`config.mk`:
```
export PLATFORM = sky130hd
export DESIGN_NAME = rgb_to_hsl_converter
export DESIGN_NICKNAME = d
export VERILOG_FILES = /design/src/design/rhc_pkg.sv /design/src/design/rhc_pipe_ctrl.sv /design/src/design/rhc_front.sv /design/src/design/rhc_div.sv /design/src/design/rgb_to_hsl_converter.sv
export SDC_FILE = /design/constraint.sdc
export NUM_CORES = 2
export LEC_CHECK = 0
export BUFFER_PORTS_ARGS = -buffer_cell sky130_fd_sc_hd__buf_2
export CAP_MARGIN = 25
export CORE_MARGIN = 2
export CORE_UTILIZATION = 63
export CTS_CLUSTER_DIAMETER = 80
export DETAILED_ROUTE_END_ITERATION = 10
export PLACE_DENSITY = 0.79
export SLEW_MARGIN = 20
export SYNTH_ARGS = -nofsm -noshare
export SYNTH_HDL_FRONTEND = slang
export SYNTH_SLANG_ARGS = --single-unit
```
`constraint.sdc`:
```
create_clock -name aclk -period 8.5 [get_ports aclk]
set_clock_uncertainty 0.15 [all_clocks]
set_input_delay 2.55 -clock aclk [delete_from_list [all_inputs] [get_ports aclk]]
set_output_delay 2.55 -clock aclk [all_outputs]
set_load 0.05 [all_outputs]
```
`src/design/rhc_pkg.sv`:
```
`timescale 1ns / 1ps

package rhc_pkg;

    localparam int COMP_W = 8;

    localparam int FULL_SCALE     = 255;
    localparam int DEG_PER_SECTOR = 60;
    localparam int SECTORS        = 6;
    localparam int DEG_FULL       = DEG_PER_SECTOR * SECTORS;

    typedef logic [COMP_W-1:0] comp_t;
    typedef logic [1:0] sector_t;

    localparam sector_t SECT_RED      = 2'd0;
    localparam sector_t SECT_RED_WRAP = 2'd1;
    localparam sector_t SECT_GREEN    = 2'd2;
    localparam sector_t SECT_BLUE     = 2'd3;

endpackage

```
`src/design/rhc_pipe_ctrl.sv`:
```
`timescale 1ns / 1ps

module rhc_pipe_ctrl #(
    parameter int DEPTH = 20
) (
    input  logic             aclk,
    input  logic             aresetn,
    input  logic             s_valid,
    output logic             s_ready,
    output logic             m_valid,
    input  logic             m_ready,
    output logic [DEPTH-1:0] adv
);

    logic [DEPTH-1:0] valid_reg;
    logic [DEPTH-1:0] valid_next;

    // A stage may load when the output is being taken or some stage at or after it is empty.
    for (genvar i = 0; i < DEPTH; i++) begin : g_adv
        assign adv[i] = m_ready | ~(&valid_reg[DEPTH-1:i]);
    end

    always_comb begin
        valid_next = valid_reg;
        for (int i = 0; i < DEPTH; i++) begin
            if (adv[i]) begin
                valid_next[i] = (i == 0) ? s_valid : valid_reg[(i == 0) ? 0 : i - 1];
            end
        end
    end

    always_ff @(posedge aclk) begin
        if (!aresetn) begin
            valid_reg <= '0;
        end else begin
            valid_reg <= valid_next;
        end
    end

    assign s_ready = adv[0];
    assign m_valid = valid_reg[DEPTH-1];

endmodule

```
`src/design/rhc_front.sv`:
```
`timescale 1ns / 1ps

module rhc_front #(
    parameter int HUE_FRAC_BITS   = 6,
    parameter int LEVEL_FRAC_BITS = 16,
    parameter int HUE_NUM_W       = HUE_FRAC_BITS + 19,
    parameter int SAT_NUM_W       = LEVEL_FRAC_BITS + 18
) (
    input  logic                   aclk,
    input  logic [1:0]             adv,
    input  rhc_pkg::comp_t         red,
    input  rhc_pkg::comp_t         green,
    input  rhc_pkg::comp_t         blue,
    output logic [HUE_NUM_W-1:0]   hue_num,
    output logic [8:0]             hue_den,
    output logic [SAT_NUM_W-1:0]   sat_num,
    output logic [8:0]             sat_den,
    output logic [LEVEL_FRAC_BITS:0] light,
    output logic                   grey
);

    localparam int TWO_FULL  = 2 * rhc_pkg::FULL_SCALE;
    localparam int LEVEL_W   = LEVEL_FRAC_BITS + 1;
    localparam int LIGHT_X_W = LEVEL_FRAC_BITS + 8;
    localparam int LIGHT_M_W = LEVEL_FRAC_BITS + 9;
    localparam int LIGHT_P_W = LIGHT_X_W + LIGHT_M_W;
    localparam int LIGHT_SH  = LEVEL_FRAC_BITS + 16;
    localparam logic [LIGHT_M_W-1:0] LIGHT_RECIP =
        LIGHT_M_W'(((64'd1 << LIGHT_SH) + 64'(rhc_pkg::FULL_SCALE - 1))
                   / 64'(rhc_pkg::FULL_SCALE));

    rhc_pkg::comp_t     mx_next, mn_next, mx_reg, mn_reg;
    rhc_pkg::sector_t   sect_next, sect_reg;
    logic signed [8:0]  diff_next, diff_reg;

    logic                 red_max, green_max;
    logic                 red_min, green_min;

    always_comb begin
        red_max   = (red >= green) && (red >= blue);
        green_max = (green >= blue);
        red_min   = (red <= green) && (red <= blue);
        green_min = (green <= blue);
        mx_next   = red_max ? red : (green_max ? green : blue);
        mn_next   = red_min ? red : (green_min ? green : blue);
        if (red_max) begin
            sect_next = (blue > green) ? rhc_pkg::SECT_RED_WRAP : rhc_pkg::SECT_RED;
            diff_next = $signed({1'b0, green}) - $signed({1'b0, blue});
        end else if (green_max) begin
            sect_next = rhc_pkg::SECT_GREEN;
            diff_next = $signed({1'b0, blue}) - $signed({1'b0, red});
        end else begin
            sect_next = rhc_pkg::SECT_BLUE;
            diff_next = $signed({1'b0, red}) - $signed({1'b0, green});
        end
    end

    always_ff @(posedge aclk) begin
        if (adv[0]) begin
            mx_reg   <= mx_next;
            mn_reg   <= mn_next;
            sect_reg <= sect_next;
            diff_reg <= diff_next;
        end
    end

    rhc_pkg::comp_t        chroma;
    logic [8:0]            sum;
    rhc_pkg::comp_t        dnm;
    logic [10:0]           base_c;
    logic signed [11:0]    angle_s;
    logic [16:0]           angle_num;
    logic [LIGHT_X_W-1:0]  light_x;
    logic [LIGHT_P_W-1:0]  light_prod;

    logic [HUE_NUM_W-1:0]   hue_num_next, hue_num_reg;
    logic [8:0]             hue_den_reg;
    logic [SAT_NUM_W-1:0]   sat_num_next, sat_num_reg;
    logic [8:0]             sat_den_reg;
    logic [LEVEL_W-1:0]     light_next, light_reg;
    logic                   grey_reg;

    // Lightness is the sum over 510, rounded half up. After the exact division by two,
    // the division by 255 is a multiplication by a rounded-up reciprocal, which is exact
    // over the whole range of the sum.
    always_comb begin
        chroma = mx_reg - mn_reg;
        sum    = {1'b0, mx_reg} + {1'b0, mn_reg};
        dnm    = (sum <= 9'(rhc_pkg::FULL_SCALE)) ? sum[7:0] : 8'(9'(TWO_FULL) - sum);
        case (sect_reg)
            rhc_pkg::SECT_RED_WRAP: base_c = {1'b0, chroma, 2'b00} + {2'b00, chroma, 1'b0};
            rhc_pkg::SECT_GREEN:    base_c = {2'b00, chroma, 1'b0};
            rhc_pkg::SECT_BLUE:     base_c = {1'b0, chroma, 2'b00};
            default:                base_c = '0;
        endcase
        angle_s   = $signed({1'b0, base_c}) + 12'(diff_reg);
        angle_num = 17'(angle_s[10:0]) * 17'(rhc_pkg::DEG_PER_SECTOR);

        hue_num_next   = (HUE_NUM_W'(angle_num) << (HUE_FRAC_BITS + 1))
                       + HUE_NUM_W'(chroma);
        sat_num_next   = ((SAT_NUM_W'(chroma) * SAT_NUM_W'(TWO_FULL)) << LEVEL_FRAC_BITS)
                       + SAT_NUM_W'(dnm);
        light_x        = {sum, (LEVEL_FRAC_BITS - 1)'(rhc_pkg::FULL_SCALE / 2)};
        light_prod     = LIGHT_P_W'(light_x) * LIGHT_P_W'(LIGHT_RECIP);
        light_next     = light_prod[LIGHT_SH +: LEVEL_W];
    end

    always_ff @(posedge aclk) begin
        if (adv[1]) begin
            hue_num_reg   <= hue_num_next;
            hue_den_reg   <= {chroma, 1'b0};
            sat_num_reg   <= sat_num_next;
            sat_den_reg   <= {dnm, 1'b0};
            light_reg     <= light_next;
            grey_reg      <= (chroma == '0);
        end
    end

    assign hue_num   = hue_num_reg;
    assign hue_den   = hue_den_reg;
    assign sat_num   = sat_num_reg;
    assign sat_den   = sat_den_reg;
    assign light     = light_reg;
    assign grey      = grey_reg;

endmodule

```
`src/design/rhc_div.sv`:
```
`timescale 1ns / 1ps

module rhc_div #(
    parameter int NW = 25,
    parameter int DW = 9,
    parameter int QW = 17
) (
    input  logic          aclk,
    input  logic [QW-1:0] adv,
    input  logic [NW-1:0] num,
    input  logic [DW-1:0] den,
    output logic [QW-1:0] quo
);

    localparam int EXT_W = NW + QW;

    logic [EXT_W-1:0] num_ext;
    logic [DW-1:0]    rem_init;

    // The quotient fits in QW bits, so the bits above them start out below the divisor.
    assign num_ext  = {{QW{1'b0}}, num};
    assign rem_init = DW'(num_ext >> QW);

    logic [DW-1:0] rem_reg [QW];
    logic [DW-1:0] den_reg [QW];
    logic [QW-1:0] low_reg [QW];
    logic [QW-1:0] quo_reg [QW];

    for (genvar k = 0; k < QW; k++) begin : g_stage
        logic [DW-1:0] rem_in;
        logic [DW-1:0] den_in;
        logic [QW-1:0] low_in;
        logic [QW-1:0] quo_in;
        logic [DW:0]   trial;
        logic [DW:0]   diff;
        logic          take;

        if (k == 0) begin : g_first
            assign rem_in = rem_init;
            assign den_in = den;
            assign low_in = num_ext[QW-1:0];
            assign quo_in = '0;
        end else begin : g_rest
            assign rem_in = rem_reg[k-1];
            assign den_in = den_reg[k-1];
            assign low_in = low_reg[k-1];
            assign quo_in = quo_reg[k-1];
        end

        assign trial = {rem_in, low_in[QW-1]};
        assign diff  = trial - {1'b0, den_in};
        assign take  = (trial >= {1'b0, den_in});

        always_ff @(posedge aclk) begin
            if (adv[k]) begin
                rem_reg[k] <= take ? diff[DW-1:0] : trial[DW-1:0];
                den_reg[k] <= den_in;
                low_reg[k] <= low_in << 1;
                quo_reg[k] <= {quo_in[QW-2:0], take};
            end
        end
    end

    assign quo = quo_reg[QW-1];

endmodule

```
`src/design/rgb_to_hsl_converter.sv`:
```
`timescale 1ns / 1ps

// Channel  Direction  Handshake          Payload
// s_       in         s_valid / s_ready  s_red, s_green, s_blue (8 bits each)
// m_       out        m_valid / m_ready  m_hue, m_saturation, m_lightness
//
// One pixel may be accepted every cycle unless a full pipeline is stalled at the output;
// each request passes the front end, the QW-bit dividers and an output register, where QW is
// the larger of HUE_FRAC_BITS + 9 and LEVEL_FRAC_BITS + 8, with one quotient bit per divider stage.
// Reset clears only the stage valid bits, so the pipeline is empty after reset.
// A stall at the output holds only the full stages behind it; empty stages still fill.

module rgb_to_hsl_converter #(
    parameter int HUE_FRAC_BITS   = 6,
    parameter int LEVEL_FRAC_BITS = 16
) (
    input  logic                       aclk,
    input  logic                       aresetn,
    input  logic                       s_valid,
    output logic                       s_ready,
    input  logic [7:0]                 s_red,
    input  logic [7:0]                 s_green,
    input  logic [7:0]                 s_blue,
    output logic                       m_valid,
    input  logic                       m_ready,
    output logic [HUE_FRAC_BITS+8:0]   m_hue,
    output logic [LEVEL_FRAC_BITS:0]   m_saturation,
    output logic [LEVEL_FRAC_BITS:0]   m_lightness
);

    // Saturation can run up to 255 times full scale before it is cut to its width.
    localparam int HUE_W       = HUE_FRAC_BITS + 9;
    localparam int LEVEL_W     = LEVEL_FRAC_BITS + 1;
    localparam int SAT_QUO_W   = LEVEL_FRAC_BITS + 8;
    localparam int QW          = (HUE_W > SAT_QUO_W) ? HUE_W : SAT_QUO_W;
    localparam int HUE_NUM_W   = HUE_FRAC_BITS + 19;
    localparam int SAT_NUM_W   = LEVEL_FRAC_BITS + 18;
    localparam int DEPTH       = QW + 3;
    localparam logic [QW-1:0] HUE_FULL = QW'(rhc_pkg::DEG_FULL) << HUE_FRAC_BITS;

    logic [DEPTH-1:0] adv;

    rhc_pipe_ctrl #(
        .DEPTH(DEPTH)
    ) u_ctrl (
        .aclk    (aclk),
        .aresetn (aresetn),
        .s_valid (s_valid),
        .s_ready (s_ready),
        .m_valid (m_valid),
        .m_ready (m_ready),
        .adv     (adv)
    );

    logic [HUE_NUM_W-1:0]   hue_num;
    logic [8:0]             hue_den;
    logic [SAT_NUM_W-1:0]   sat_num;
    logic [8:0]             sat_den;
    logic [LEVEL_W-1:0]     light;
    logic                   grey;

    rhc_front #(
        .HUE_FRAC_BITS   (HUE_FRAC_BITS),
        .LEVEL_FRAC_BITS (LEVEL_FRAC_BITS),
        .HUE_NUM_W       (HUE_NUM_W),
        .SAT_NUM_W       (SAT_NUM_W)
    ) u_front (
        .aclk      (aclk),
        .adv       (adv[1:0]),
        .red       (s_red),
        .green     (s_green),
        .blue      (s_blue),
        .hue_num   (hue_num),
        .hue_den   (hue_den),
        .sat_num   (sat_num),
        .sat_den   (sat_den),
        .light     (light),
        .grey      (grey)
    );

    logic [QW-1:0] hue_quo, sat_quo;

    rhc_div #(
        .NW(HUE_NUM_W),
        .DW(9),
        .QW(QW)
    ) u_div_hue (
        .aclk (aclk),
        .adv  (adv[QW+1:2]),
        .num  (hue_num),
        .den  (hue_den),
        .quo  (hue_quo)
    );

    rhc_div #(
        .NW(SAT_NUM_W),
        .DW(9),
        .QW(QW)
    ) u_div_sat (
        .aclk (aclk),
        .adv  (adv[QW+1:2]),
        .num  (sat_num),
        .den  (sat_den),
        .quo  (sat_quo)
    );

    logic [QW-1:0]      grey_reg;
    logic [LEVEL_W-1:0] light_pipe_reg [QW];

    always_ff @(posedge aclk) begin
        for (int k = 0; k < QW; k++) begin
            if (adv[k+2]) begin
                grey_reg[k]       <= (k == 0) ? grey : grey_reg[(k == 0) ? 0 : k - 1];
                light_pipe_reg[k] <= (k == 0) ? light
                                              : light_pipe_reg[(k == 0) ? 0 : k - 1];
            end
        end
    end

    logic [QW-1:0]      hue_wrap;
    logic [HUE_W-1:0]   hue_next, hue_reg;
    logic [LEVEL_W-1:0] sat_next, sat_reg;
    logic [LEVEL_W-1:0] light_reg;

    // A hue that rounds up to a full turn wraps to zero; grey pixels have no hue or saturation.
    always_comb begin
        hue_wrap = (hue_quo >= HUE_FULL) ? (hue_quo - HUE_FULL) : hue_quo;
        hue_next = grey_reg[QW-1] ? '0 : HUE_W'(hue_wrap);
        sat_next = grey_reg[QW-1] ? '0 : LEVEL_W'(sat_quo);
    end

    always_ff @(posedge aclk) begin
        if (adv[DEPTH-1]) begin
            hue_reg   <= hue_next;
            sat_reg   <= sat_next;
            light_reg <= light_pipe_reg[QW-1];
        end
    end

    assign m_hue        = hue_reg;
    assign m_saturation = sat_reg;
    assign m_lightness  = light_reg;

endmodule

```
==> run summary <==
Core area - 133000 sq um
Max cap viols - 0
Worst Setup Path Type - input pin to output port
H-tree Lvls - 4
Final setup margin - 0.703 ns
First-pass GRT wire length - 246 mm
Max FFs per register - 408
GRT Total Usage - 23.0%
Worst-Margin Slew - 1.05 ns
Vias - 44600
Seq cells post-synth - 1905
EDFF count, synth - 1878
Top_reg_cell synth - edfxtp_1
Chip height - 369 microns
DR iter-0 viols - 3083
Syn Std Cell Area - 84000 sq um
Initial Utilization - 63.2%
Number of global-route vias before repair - 46100
Design area - 92700 sq um
Max Slew Vio Count - 0
Initial DRT Pass Iterations - 5
Die area - 136000 sq um
CTS tree - built
CP startpoint kind - input pin
Post-route ant nets - 0
DR vias/cell - 5.71
Row count - 134
Post_cts resized - 0
Area post-placement - 86700 sq um
Pre-CTS setup slack - 0.821 ns
Min Tclk post-route - 7.80 ns
RSZ-0062 raised after global routing - no
Final wirelength - 155 mm
Async set-or-reset flop fraction in the synthesized netlist - 0%
Num CTS Buffers - 181
GRT overflow - 0
Die W - 369 microns
Antenna violations before repair - 1
Area Growth Syn to Fin - 10.3%
N_diodes - 0
Mapped Cells - 5664
IO Pins - 79
Post-synthesis sequential area ratio - 67.7%
DPL Wire Length - 102 mm
DR WL/cell - 19.8 microns
WP data arrival - 5.10 ns
Synth cell types - 87
Nets@finish - 6566
Worst hold path class - flop to flop
Number of hold buffers added after CTS - 0
CP Data Required Time - 5.80 ns
R2R setup slack - 1.29 ns
Setup bufs post-CTS - 0
Latest clock arrival within the worst-skew pair - 0.81 ns
FMAX - 0.128 GHz
Yosys warns - 0
Crit. End Element - output port
Final Hold Violating Endpoints - 0
Run status - completed
CP Max Fanout - 6
Share of cells above drive strength 1 - 9.50%
Syn Nets - 6322
Port bufs - 78
WHS - 0.254 ns
Setup TNS Final - 0 ns
Largest net degree at the start of global routing - 79
Clock-pin transition on the worst setup and hold timing paths - 0.07 ns
Clk sinks - 1905
Drt drc - 0
Final GP Congestion - 0.872
Max clock buf depth - 3
Mean post-synth cell area - 14.8 sq um
CTS root buffer - clkbuf_16
Slew headroom - 29.7%
Setup Viol. Count Final - 0
Final worst-path cycle share - 91.7%
-- per-layer routing --
metal / GRT usage (%) / wire length (microns)
met1: 28.0 / 61500
met5: 0 / 0
met3: 3.34 / 7000
met2: 42.0 / 82100
met4: 7.40 / 4270
-- per-stage QoR --
step / std cells / util, %
2_1_floorplan: 5664 / -
3_3_place_gp: 7488 / 65.2
3_5_place_dp: 7489 / 65.2
4_1_cts: 7815 / 69.7
5_1_grt: 7819 / 69.7
6_report: 7819 / 69.7
-- final cells by class --
type	count	area [sq um]
sequential	1905	56900
fill	8300	40300
multi-input combinational	3069	24500
clock buffer	228	4740
inverter	634	2390
tap	1768	2210
clock inverter	98	1140
timing repair buffer	117	756
-- cell usage in the layout, fill, tap and decap left out, types with 67 or more instances in the layout --
cell type,count
a21oi_1,356
nor2_1,305
edfxtp_1,1878
nor2b_1,217
mux2_2,114
xor2_1,67
o21ai_0,157
nand2b_1,114
inv_1,615
clkbuf_16,182
nand2_1,104
ha_1,534
a21o_1,141
buf_2,78
fa_1,96
xnor2_1,242
nand4_1,82
-- cell families after synthesis --
family          count (synthesis)  share of synthesized area [%]
compound gates                924                           6.94
xor+xnor                      311                           3.27
fa+ha+maj                     630                           10.2
buf+inv                       690                           3.15
flops                        1905                           67.7
mux                           179                           2.30
simple gates                 1025                           6.36
-- synthesized netlist by cell type, types with 114 or more instances --
library cell  count  area, sq um
nor2_1          305         1140
xnor2_1         242         2120
inv_1           628         2360
nor2b_1         217         1360
nand2_1         114          428
nand2b_1        114          713
a21oi_1         357         1790
ha_1            534         6680
mux2_2          114         1280
o21ai_0         157          786
edfxtp_1       1878        56400
a21o_1          141         1060
-- critical path: stages --
cell and delay, ns:
buf_2 0.11, nor2b_4 0.16, inv_2 0.06, nor3_2 0.37, and4_1 0.43, and4_4 0.34
and4_4 0.28, and3_1 0.25, nand2_1 0.24, buf_2 0.30
-- worst paths after layout --
| kind | from | to | cells after the start |
|---|---|---|---|
| max | m_ready | s_ready | 10 |
| min | light_pipe_reg[9][3] | light_pipe_reg[10][3] | 0 |
| max reg2reg | u_front.mx_reg[0] | u_front.hue_num[23] | 24 |
| min reg2reg | light_pipe_reg[9][3] | light_pipe_reg[10][3] | 0 |
Power is not shown: default switching activity piles up to over one toggle a cycle in this logic, so the estimate is an artifact.
